File: src/rtl/core/rtpst_pkg.sv
// ----------------------------------------------------------------------------
// rtpst_pkg
// Shared types and constants of the RTP receive stream tracker.
// ----------------------------------------------------------------------------
`default_nettype none

package rtpst_pkg;

	// default parameter values
	localparam int STREAM_SLOTS_DEF   = 16;
	localparam int DROPOUT_LIMIT_DEF  = 3000;
	localparam int MISORDER_LIMIT_DEF = 100;

	localparam int SLOT_IN_W = 4;
	localparam int HDR_W     = 19;
	localparam int HDR_MIN   = 12;
	localparam int SEQ_SPAN  = 65536;

	typedef logic [HDR_W-1:0] hdr_len_t;

	typedef enum logic [2:0] {
		VERDICT_OK      = 3'd0,
		VERDICT_CPU     = 3'd1,
		VERDICT_DROP    = 3'd2,
		VERDICT_UNKNOWN = 3'd3,
		VERDICT_TYPE    = 3'd4,
		VERDICT_SETUP   = 3'd5
	} verdict_t;

	// per-stream table entry
	typedef struct packed {
		logic        slot_valid;
		logic [6:0]  expected_type;
		logic        seq_started;
		logic [15:0] highest_seq;
		logic [15:0] resync_seq;
		logic        resync_armed;
		logic [31:0] rollover_count;
		logic [31:0] last_transit;
		logic [31:0] jitter_value;
	} entry_t;

endpackage

`default_nettype wire

File: src/rtl/core/rtpst_pkt_if.sv
// ----------------------------------------------------------------------------
// rtpst_pkt_if
// Input channel: one packet summary or stream set-up per transfer.
// ----------------------------------------------------------------------------
`default_nettype none

interface rtpst_pkt_if;
	logic        valid;
	logic        ready;
	logic        mode;
	logic [3:0]  stream_slot;
	logic [7:0]  first_byte;
	logic [6:0]  payload_type;
	logic [15:0] sequence_number;
	logic [31:0] rtp_timestamp;
	logic [31:0] arrival_units;
	logic [15:0] packet_length;
	logic [15:0] extension_words;

	modport source (
		output valid, mode, stream_slot, first_byte, payload_type, sequence_number,
		       rtp_timestamp, arrival_units, packet_length, extension_words,
		input  ready
	);
	modport sink (
		input  valid, mode, stream_slot, first_byte, payload_type, sequence_number,
		       rtp_timestamp, arrival_units, packet_length, extension_words,
		output ready
	);
endinterface

`default_nettype wire

File: src/rtl/core/rtpst_res_if.sv
// ----------------------------------------------------------------------------
// rtpst_res_if
// Output channel: one verdict with header length, index and jitter.
// ----------------------------------------------------------------------------
`default_nettype none

interface rtpst_res_if;
	logic        valid;
	logic        ready;
	logic [2:0]  verdict;
	logic [18:0] header_length;
	logic [47:0] packet_index;
	logic [31:0] jitter_estimate;

	modport source (
		output valid, verdict, header_length, packet_index, jitter_estimate,
		input  ready
	);
	modport sink (
		input  valid, verdict, header_length, packet_index, jitter_estimate,
		output ready
	);
endinterface

`default_nettype wire

File: src/rtl/core/rtp_receive_stream_tracker_core.sv
// Input is registered into stage 1 and the table read register; the update
// goes to the result register once the output is free. A new item is taken
// only after the last is done, set by the read-modify-write of the slot entry
// in the single-port stream table. Reset: arst_n clears control state, then a
// clearing pass zeroes the stream table; no input is taken during the pass.
// ----------------------------------------------------------------------------
// rtp_receive_stream_tracker_core
// Per-stream RTP sequence rollover, resync and interarrival jitter tracking.
// ----------------------------------------------------------------------------
`default_nettype none

module rtp_receive_stream_tracker_core #(
	parameter int STREAM_SLOTS   = rtpst_pkg::STREAM_SLOTS_DEF,
	parameter int DROPOUT_LIMIT  = rtpst_pkg::DROPOUT_LIMIT_DEF,
	parameter int MISORDER_LIMIT = rtpst_pkg::MISORDER_LIMIT_DEF
) (
	input  wire logic   clk,
	input  wire logic   arst_n,
	rtpst_pkt_if.sink   pkt,
	rtpst_res_if.source res
);

	localparam int SLOT_W = (STREAM_SLOTS > 1) ? $clog2(STREAM_SLOTS) : 1;
	localparam int ADDR_X = (SLOT_W > rtpst_pkg::SLOT_IN_W) ? SLOT_W : rtpst_pkg::SLOT_IN_W;

	typedef enum logic [2:0] {
		ST_CLEAR = 3'b001,
		ST_IDLE  = 3'b010,
		ST_WORK  = 3'b100
	} state_t;

	state_t state_q;

	rtpst_pkg::entry_t mem [STREAM_SLOTS];
	rtpst_pkg::entry_t rd_q;
	rtpst_pkg::entry_t wd;
	logic              we;
	logic [SLOT_W-1:0] wa;
	logic [SLOT_W-1:0] clr_idx_q;

	// ---------------- input side ----------------
	logic              acc;
	logic [ADDR_X-1:0] slot_x;
	logic [SLOT_W-1:0] addr_in;
	logic              in_range;
	logic              not_rtp;
	rtpst_pkg::hdr_len_t len_x, hl_base, hl_ext, hl;

	assign pkt.ready = (state_q == ST_IDLE);
	assign acc       = pkt.valid && pkt.ready;
	assign slot_x    = ADDR_X'(pkt.stream_slot);
	assign addr_in   = slot_x[SLOT_W-1:0];
	assign in_range  = (32'(pkt.stream_slot) < 32'(STREAM_SLOTS));

	always_comb begin
		len_x   = rtpst_pkg::hdr_len_t'(pkt.packet_length);
		hl_base = rtpst_pkg::hdr_len_t'(rtpst_pkg::HDR_MIN)
			+ (rtpst_pkg::hdr_len_t'(pkt.first_byte[3:0]) << 2);
		hl_ext  = rtpst_pkg::hdr_len_t'(rtpst_pkg::HDR_MIN)
			+ ((rtpst_pkg::hdr_len_t'(pkt.first_byte[3:0])
			+ rtpst_pkg::hdr_len_t'(pkt.extension_words)
			+ rtpst_pkg::hdr_len_t'(1)) << 2);
		hl      = ((len_x >= hl_base) && pkt.first_byte[4]) ? hl_ext : hl_base;
		not_rtp = (pkt.packet_length < 16'(rtpst_pkg::HDR_MIN))
			|| (pkt.first_byte[7:6] != 2'b10);
	end

	// stage 1 payload
	logic                mode_s1;
	logic                in_range_s1;
	logic [SLOT_W-1:0]   addr_s1;
	logic [6:0]          pt_s1;
	logic [15:0]         seq_s1;
	logic [31:0]         transit_s1;
	logic                not_rtp_s1;
	logic                short_s1;
	rtpst_pkg::hdr_len_t hl_s1;

	always_ff @(posedge clk) begin
		if (acc) begin
			mode_s1     <= pkt.mode;
			in_range_s1 <= in_range;
			addr_s1     <= addr_in;
			pt_s1       <= pkt.payload_type;
			seq_s1      <= pkt.sequence_number;
			transit_s1  <= pkt.arrival_units - pkt.rtp_timestamp;
			not_rtp_s1  <= not_rtp;
			short_s1    <= (len_x < hl);
			hl_s1       <= hl;
		end
	end

	// ---------------- table ----------------
	always_ff @(posedge clk) begin
		if (we) begin
			mem[wa] <= wd;
		end
		if (acc) begin
			rd_q <= mem[addr_in];
		end
	end

	// ---------------- update ----------------
	logic                 out_valid_q;
	logic                 adv;
	rtpst_pkg::verdict_t  verdict;
	rtpst_pkg::entry_t    upd;
	logic                 first;
	logic [15:0]          udelta;
	logic [31:0]          diff, dabs;
	rtpst_pkg::hdr_len_t  hl_out;
	logic                 ok;

	assign adv = (state_q == ST_WORK) && (!out_valid_q || res.ready);

	always_comb begin
		priority if (mode_s1) begin
			verdict = rtpst_pkg::VERDICT_SETUP;
		end else if (not_rtp_s1) begin
			verdict = rtpst_pkg::VERDICT_CPU;
		end else if (short_s1) begin
			verdict = rtpst_pkg::VERDICT_DROP;
		end else if (!in_range_s1 || !rd_q.slot_valid) begin
			verdict = rtpst_pkg::VERDICT_UNKNOWN;
		end else if (pt_s1 != rd_q.expected_type) begin
			verdict = rtpst_pkg::VERDICT_TYPE;
		end else begin
			verdict = rtpst_pkg::VERDICT_OK;
		end
		ok     = (verdict == rtpst_pkg::VERDICT_OK);
		hl_out = (mode_s1 || not_rtp_s1) ? '0 : hl_s1;

		first  = !rd_q.seq_started;
		udelta = seq_s1 - rd_q.highest_seq;
		upd    = rd_q;
		if (first) begin
			upd.highest_seq    = seq_s1;
			upd.resync_armed   = 1'b0;
			upd.rollover_count = '0;
			upd.seq_started    = 1'b1;
		end else if ({1'b0, udelta} < 17'(DROPOUT_LIMIT)) begin
			if (seq_s1 < rd_q.highest_seq) begin
				upd.rollover_count = rd_q.rollover_count + 32'd1;
			end
			upd.highest_seq = seq_s1;
		end else if ({1'b0, udelta} <= 17'(rtpst_pkg::SEQ_SPAN - MISORDER_LIMIT)) begin
			if (rd_q.resync_armed && (seq_s1 == rd_q.resync_seq)) begin
				upd.highest_seq    = seq_s1;
				upd.resync_armed   = 1'b0;
				upd.rollover_count = '0;
			end else begin
				upd.resync_seq   = seq_s1 + 16'd1;
				upd.resync_armed = 1'b1;
			end
		end

		// jitter kept scaled by 16
		diff              = transit_s1 - rd_q.last_transit;
		dabs              = diff[31] ? (32'd0 - diff) : diff;
		upd.last_transit  = transit_s1;
		if (!first) begin
			upd.jitter_value = rd_q.jitter_value + dabs - ((rd_q.jitter_value + 32'd8) >> 4);
		end

		// table write: clearing pass, set-up or accepted packet
		wa = addr_s1;
		wd = upd;
		we = 1'b0;
		if (state_q == ST_CLEAR) begin
			we = 1'b1;
			wa = clr_idx_q;
			wd = '0;
		end else if (adv && mode_s1) begin
			we               = in_range_s1;
			wd               = '0;
			wd.slot_valid    = 1'b1;
			wd.expected_type = pt_s1;
		end else if (adv && ok) begin
			we = 1'b1;
		end
	end

	// ---------------- control ----------------
	always_ff @(posedge clk or negedge arst_n) begin
		if (!arst_n) begin
			state_q     <= ST_CLEAR;
			clr_idx_q   <= '0;
			out_valid_q <= 1'b0;
		end else begin
			unique case (state_q)
				ST_CLEAR: begin
					clr_idx_q <= clr_idx_q + SLOT_W'(1);
					if (clr_idx_q == SLOT_W'(STREAM_SLOTS - 1)) begin
						state_q <= ST_IDLE;
					end
				end
				ST_IDLE: begin
					if (acc) begin
						state_q <= ST_WORK;
					end
				end
				ST_WORK: begin
					if (adv) begin
						state_q <= ST_IDLE;
					end
				end
				default: begin
					state_q <= ST_CLEAR;
				end
			endcase
			if (adv) begin
				out_valid_q <= 1'b1;
			end else if (res.ready) begin
				out_valid_q <= 1'b0;
			end
		end
	end

	// ---------------- result register ----------------
	rtpst_pkg::verdict_t verdict_q;
	rtpst_pkg::hdr_len_t hl_q;
	logic [47:0]         index_q;
	logic [31:0]         jitter_q;

	always_ff @(posedge clk) begin
		if (adv) begin
			verdict_q <= verdict;
			hl_q      <= hl_out;
			index_q   <= ok ? {upd.rollover_count, seq_s1} : '0;
			jitter_q  <= ok ? upd.jitter_value : '0;
		end
	end

	assign res.valid           = out_valid_q;
	assign res.verdict         = verdict_q;
	assign res.header_length   = hl_q;
	assign res.packet_index    = index_q;
	assign res.jitter_estimate = jitter_q;

endmodule

`default_nettype wire

File: src/flat_wrapper.sv
// flat-port wrapper written by rule: the top's interface ports become plain ports
module rtp_receive_stream_tracker_core_flat 
#(
	parameter int STREAM_SLOTS   = rtpst_pkg::STREAM_SLOTS_DEF,
	parameter int DROPOUT_LIMIT  = rtpst_pkg::DROPOUT_LIMIT_DEF,
	parameter int MISORDER_LIMIT = rtpst_pkg::MISORDER_LIMIT_DEF
)
  (clk, arst_n, pkt_valid, pkt_mode, pkt_stream_slot, pkt_first_byte, pkt_payload_type, pkt_sequence_number, pkt_rtp_timestamp, pkt_arrival_units, pkt_packet_length, pkt_extension_words, pkt_ready, res_valid, res_verdict, res_header_length, res_packet_index, res_jitter_estimate, res_ready);
  rtpst_pkt_if pkt_i ();
  rtpst_res_if res_i ();
  input  wire logic clk;
  input  wire logic arst_n;
  input wire logic [$bits(pkt_i.valid)-1:0] pkt_valid;
  input wire logic [$bits(pkt_i.mode)-1:0] pkt_mode;
  input wire logic [$bits(pkt_i.stream_slot)-1:0] pkt_stream_slot;
  input wire logic [$bits(pkt_i.first_byte)-1:0] pkt_first_byte;
  input wire logic [$bits(pkt_i.payload_type)-1:0] pkt_payload_type;
  input wire logic [$bits(pkt_i.sequence_number)-1:0] pkt_sequence_number;
  input wire logic [$bits(pkt_i.rtp_timestamp)-1:0] pkt_rtp_timestamp;
  input wire logic [$bits(pkt_i.arrival_units)-1:0] pkt_arrival_units;
  input wire logic [$bits(pkt_i.packet_length)-1:0] pkt_packet_length;
  input wire logic [$bits(pkt_i.extension_words)-1:0] pkt_extension_words;
  output wire logic [$bits(pkt_i.ready)-1:0] pkt_ready;
  output wire logic [$bits(res_i.valid)-1:0] res_valid;
  output wire logic [$bits(res_i.verdict)-1:0] res_verdict;
  output wire logic [$bits(res_i.header_length)-1:0] res_header_length;
  output wire logic [$bits(res_i.packet_index)-1:0] res_packet_index;
  output wire logic [$bits(res_i.jitter_estimate)-1:0] res_jitter_estimate;
  input wire logic [$bits(res_i.ready)-1:0] res_ready;
  assign pkt_i.valid = pkt_valid;
  assign pkt_i.mode = pkt_mode;
  assign pkt_i.stream_slot = pkt_stream_slot;
  assign pkt_i.first_byte = pkt_first_byte;
  assign pkt_i.payload_type = pkt_payload_type;
  assign pkt_i.sequence_number = pkt_sequence_number;
  assign pkt_i.rtp_timestamp = pkt_rtp_timestamp;
  assign pkt_i.arrival_units = pkt_arrival_units;
  assign pkt_i.packet_length = pkt_packet_length;
  assign pkt_i.extension_words = pkt_extension_words;
  assign pkt_ready = pkt_i.ready;
  assign res_valid = res_i.valid;
  assign res_verdict = res_i.verdict;
  assign res_header_length = res_i.header_length;
  assign res_packet_index = res_i.packet_index;
  assign res_jitter_estimate = res_i.jitter_estimate;
  assign res_i.ready = res_ready;
  rtp_receive_stream_tracker_core #(.STREAM_SLOTS(STREAM_SLOTS), .DROPOUT_LIMIT(DROPOUT_LIMIT), .MISORDER_LIMIT(MISORDER_LIMIT)) u_core (.clk(clk), .arst_n(arst_n), .pkt(pkt_i), .res(res_i));
endmodule
File: config.mk
export PLATFORM = sky130hd
export DESIGN_NAME = rtp_receive_stream_tracker_core_flat
export DESIGN_NICKNAME = d
export VERILOG_FILES = /design/src/rtl/core/rtpst_pkg.sv /design/src/rtl/core/rtpst_pkt_if.sv /design/src/rtl/core/rtpst_res_if.sv /design/src/rtl/core/rtp_receive_stream_tracker_core.sv /design/src/flat_wrapper.sv
export SDC_FILE = /design/constraint.sdc
export NUM_CORES = 2
export LEC_CHECK = 0
export ABC_AREA = 0
export BUFFER_PORTS_ARGS = -buffer_cell sky130_fd_sc_hd__buf_2
export CORE_MARGIN = 3
export CORE_UTILIZATION = 60
export CTS_CLUSTER_SIZE = 24
export DETAILED_ROUTE_END_ITERATION = 10
export GPL_TIMING_DRIVEN = 0
export PLACE_DENSITY_LB_ADDON = 0.2
export SKIP_CTS_REPAIR_TIMING = 1
export SLEW_MARGIN = 20
export SYNTH_ARGS = -nofsm -noshare
export SYNTH_HDL_FRONTEND = slang
export SYNTH_SLANG_ARGS = --single-unit
File: constraint.sdc
create_clock -name clk -period 19.3 [get_ports clk]
set_clock_uncertainty 0.15 [all_clocks]
set_input_delay 3.86 -clock clk [delete_from_list [all_inputs] [get_ports clk]]
set_output_delay 3.86 -clock clk [all_outputs]
set_load 0.01 [all_outputs]
==> impl_metrics.tcl <==
set metrics [dict create \
    die-width_um 425.2 \
    numClockSinks 2533 \
    die_h_um 425.2 \
    syn_to_final_growth_pct 15.20 \
    p_sw_share_pct 27.02 \
    core.rowCount 153 \
    drt_iter0_drc 7972 \
    dp.cells 8177 \
    layout_min_cycle_time_ns 9.547 \
    cts-root-buf "clkbuf_16" \
    p_sw_mw 4.190 \
    overflow 0 \
    leakage_nw 41.12 \
    yosys-top-cells-count "2525 x edfxtp_1, 679 x mux4_2, 231 x inv_1, 231 x nor2_1, 172 x clkbuf_1" \
    synth_top_area_share_pct 71.91 \
    timing.final.max_slew_violations 0 \
    finalCritPeriodShare_pct 49.46 \
    hold_class "reg2reg" \
    cp_max_fo 16 \
    start_kind "flip-flop" \
    critPathBufInv 4 \
    post_drt_wl_per_cell_um 31.55 \
    p_seq_share_pct 50.5 \
    path_class "reg2reg" \
    critical-path-max-stage-delay_ns 0.99 \
    drt-total-wl_um 272000 \
    power_density_nw_per_um2 127.7 \
    postRouteAntennaNets 0 \
    seq_area_frac_synth_pct 72.10 \
    setup_violations 0 \
    syn_area_per_cell_sq_um 19.36 \
    synth_area_sq_um 105400 \
    ys.flop_type "edfxtp_1" \
    status "finished clean" \
    io_buffer_count 234 \
    globalplace.congestion 0.8897 \
    setup_ws_ns 9.753 \
    synth_cell_types 98 \
    ir_worst_vdd_v 0.00009279 \
    initial_core_util_pct 60.53 \
    power_mw 15.51 \
    fin_setup_tns_ns 0 \
    grt_max_degree 47 \
    cts.htree.levels 4 \
    antenna_found_initial 8 \
    yosysMostFrequentCell "edfxtp_1" \
    yosys_warnings 0 \
    clkPwrFrac_pct 29.8 \
    p_comb_share_pct 19.7 \
    path_clk_slew_ns 0.07 \
    hpwl_um 173400 \
    crit_arrival_ns 9.90 \
    synth_seq_cells 2533 \
    final_cells 8622 \
    dr.pass1.iters 5 \
    multiInputGateArea_sq_um 27850 \
    track_usage_pct 30.53 \
    cts_made_buffers 237 \
    worstPathRequired_ns 19.65 \
    core_area_sq_um 174200 \
    async_reset_ff_share_pct 0.3158 \
    cts_buffer_depth 3 \
    worstMarginPinSlew_ns 1.216 \
    clk_latency_ns 0.89 \
    grt_pass1_vias 56880 \
    synth_edf_count 2525 \
    maxCapViolations 0 \
    route.vias.total 56920 \
    cts_tree "done" \
    via_per_inst 6.602 \
    seqCellArea_sq_um 76020 \
    slew_headroom_pct 18.95 \
    synth_top_area_cell "edfxtp_1" \
    crit_family "compound AO/OA/AOI/OAI gates" \
    netlist_instances 5445 \
    grt_pass1_wl_um 393200 \
    dieArea_sq_um 180800 \
    hold_viol_final 0 \
    intPower_mw 11.32 \
    rsz0062_at_grt "false" \
    ios 240 \
    max_freq_mhz 104.7 \
    final_nets 6402 \
    worstSetupEndpointType "flip-flop" \
    drc_errors 0 \
    yosys-top-cells-area "edfxtp_1 72%, mux4_2 15%, ha_1 1.7%" \
    pre_cts_ws_ns 10.08 \
    drive_gt1_share_pct 25.45 \
    crit_slowest_cell "a21oi_1" \
    fillCellCount 10540 \
]
==> worst paths after layout <==
kind / slack, ns / to / from / cells after the start
setup / recovery: 9.75 / u_core.mem[7][20]$_DFFE_PP_ / u_core.transit_s1[10]$_DFFE_PP_ / 29
hold / removal: 0.36 / u_core.state_q[2]$_DFFE_PN0P_ / u_core.state_q[0]$_DFFE_PN1P_ / 1
setup reg to reg: 9.75 / u_core.mem[7][20]$_DFFE_PP_ / u_core.transit_s1[10]$_DFFE_PP_ / 29
hold reg to reg: 0.36 / u_core.state_q[2]$_DFFE_PN0P_ / u_core.state_q[0]$_DFFE_PN1P_ / 1
max in group asynchronous: 16.05 / u_core.state_q[0]$_DFFE_PN1P_ / arst_n / 1
min in group asynchronous: 2.68 / u_core.clr_idx_q[3]$_DFFE_PN0N_ / arst_n / 1
==> cell type report <==
cell class | instances | area share (%)
repair buffers | 407 | 4.260
multi-input cells | 2454 | 22.93
diodes | 3 | 0.006180
flip-flops and latches | 2533 | 62.59
inverters | 232 | 0.7169
well taps | 2325 | 2.395
clock buffers | 284 | 5.080
plain buffers | 227 | 0.8045
clock inverters | 157 | 1.219
==> sequential cells by signal, indices dropped and copies added (netlist names), 7 cells and up <==
name and count:
u_core.hl_s1 17, u_core.mem 2208, u_core.pt_s1 7, u_core.rd_q 138, u_core.res.header_length 17, u_core.res.jitter_estimate 32, u_core.res.packet_index 48, u_core.seq_s1 16
u_core.transit_s1 32
==> cell usage in the layout, fill, tap and decap left out, drive strengths merged, types with 10 or more instances in the layout <==
master / netlist / final
xnor2: 149 / 149
bufinv: 0 / 24
nand3: 102 / 102
mux2i: 56 / 56
nand4: 37 / 37
nor3: 40 / 40
o31ai: 12 / 12
nor2b: 70 / 70
clkinv: 0 / 117
a21oi: 141 / 141
nand2b: 28 / 28
nor2: 233 / 233
a211o: 10 / 10
and3: 35 / 35
o21a: 34 / 34
xor2: 55 / 55
mux4: 679 / 679
buf: 55 / 448
a21boi: 13 / 13
clkbuf: 172 / 470
or2: 12 / 12
a21o: 48 / 48
fa: 32 / 32
and2: 77 / 77
inv: 232 / 242
a31oi: 16 / 16
nand2: 163 / 163
o21ai: 92 / 92
ha: 142 / 142
o211ai: 15 / 15
o21bai: 12 / 12
edfxtp: 2525 / 2525
a211oi: 28 / 28
nor4: 11 / 11
==> metrics by stage <==
stage | hold WS (ns) | instance area, sq um | util, %
6_report | 0.3566 | 121500 | 69.73
5_1_grt | 0.3699 | 121500 | 69.72
4_1_cts | 0.3570 | 121400 | 69.67
3_5_place_dp | 0.3497 | 113700 | 65.27
3_3_place_gp | 0.3335 | 109500 | 62.87
2_1_floorplan | 0.3244 | 105400 | -
==> layer usage <==
| layer | up-vias | track usage (%) | wire length (um) |
|---|---|---|---|
| li1 | 23380 | - | - |
| met5 | - | 0 | 16 |
| met3 | 565 | 5.010 | 25050 |
| met4 | 2 | 12.01 | 10860 |
| met2 | 3470 | 49.45 | 135100 |
| met1 | 29510 | 42.32 | 100900 |
==> power by group through the flow <==
stage	Sequential, mW	Clock, mW	Combinational (mW)
global placement	8.53	0	2.31
CTS	7.84	4.66	3.04
finish	7.84	4.62	3.05
detailed placement	7.92	0	3.00
global route	7.91	4.87	3.17
floorplan	8.08	0	1.42
==> cells by family (layout without fill, tap and decap cells) <==
| kind of cell | Yosys count | in the layout | synth area share (%) |
|---|---|---|---|
| DFF | 2533 | 2533 | 72.10 |
| and+or+nand+nor | 850 | 850 | 4.090 |
| muxes | 742 | 742 | 15.11 |
| AOI/OAI and AO/OA | 481 | 481 | 3.024 |
| buffers and inverters | 459 | 1307 | 1.670 |
| xor gates and xnor gates | 204 | 204 | 1.695 |
| adders and majority gates | 175 | 175 | 2.302 |
| other | 1 | 5 | 0.003557 |
No activity file was read; power rests on OpenSTA's default activity.
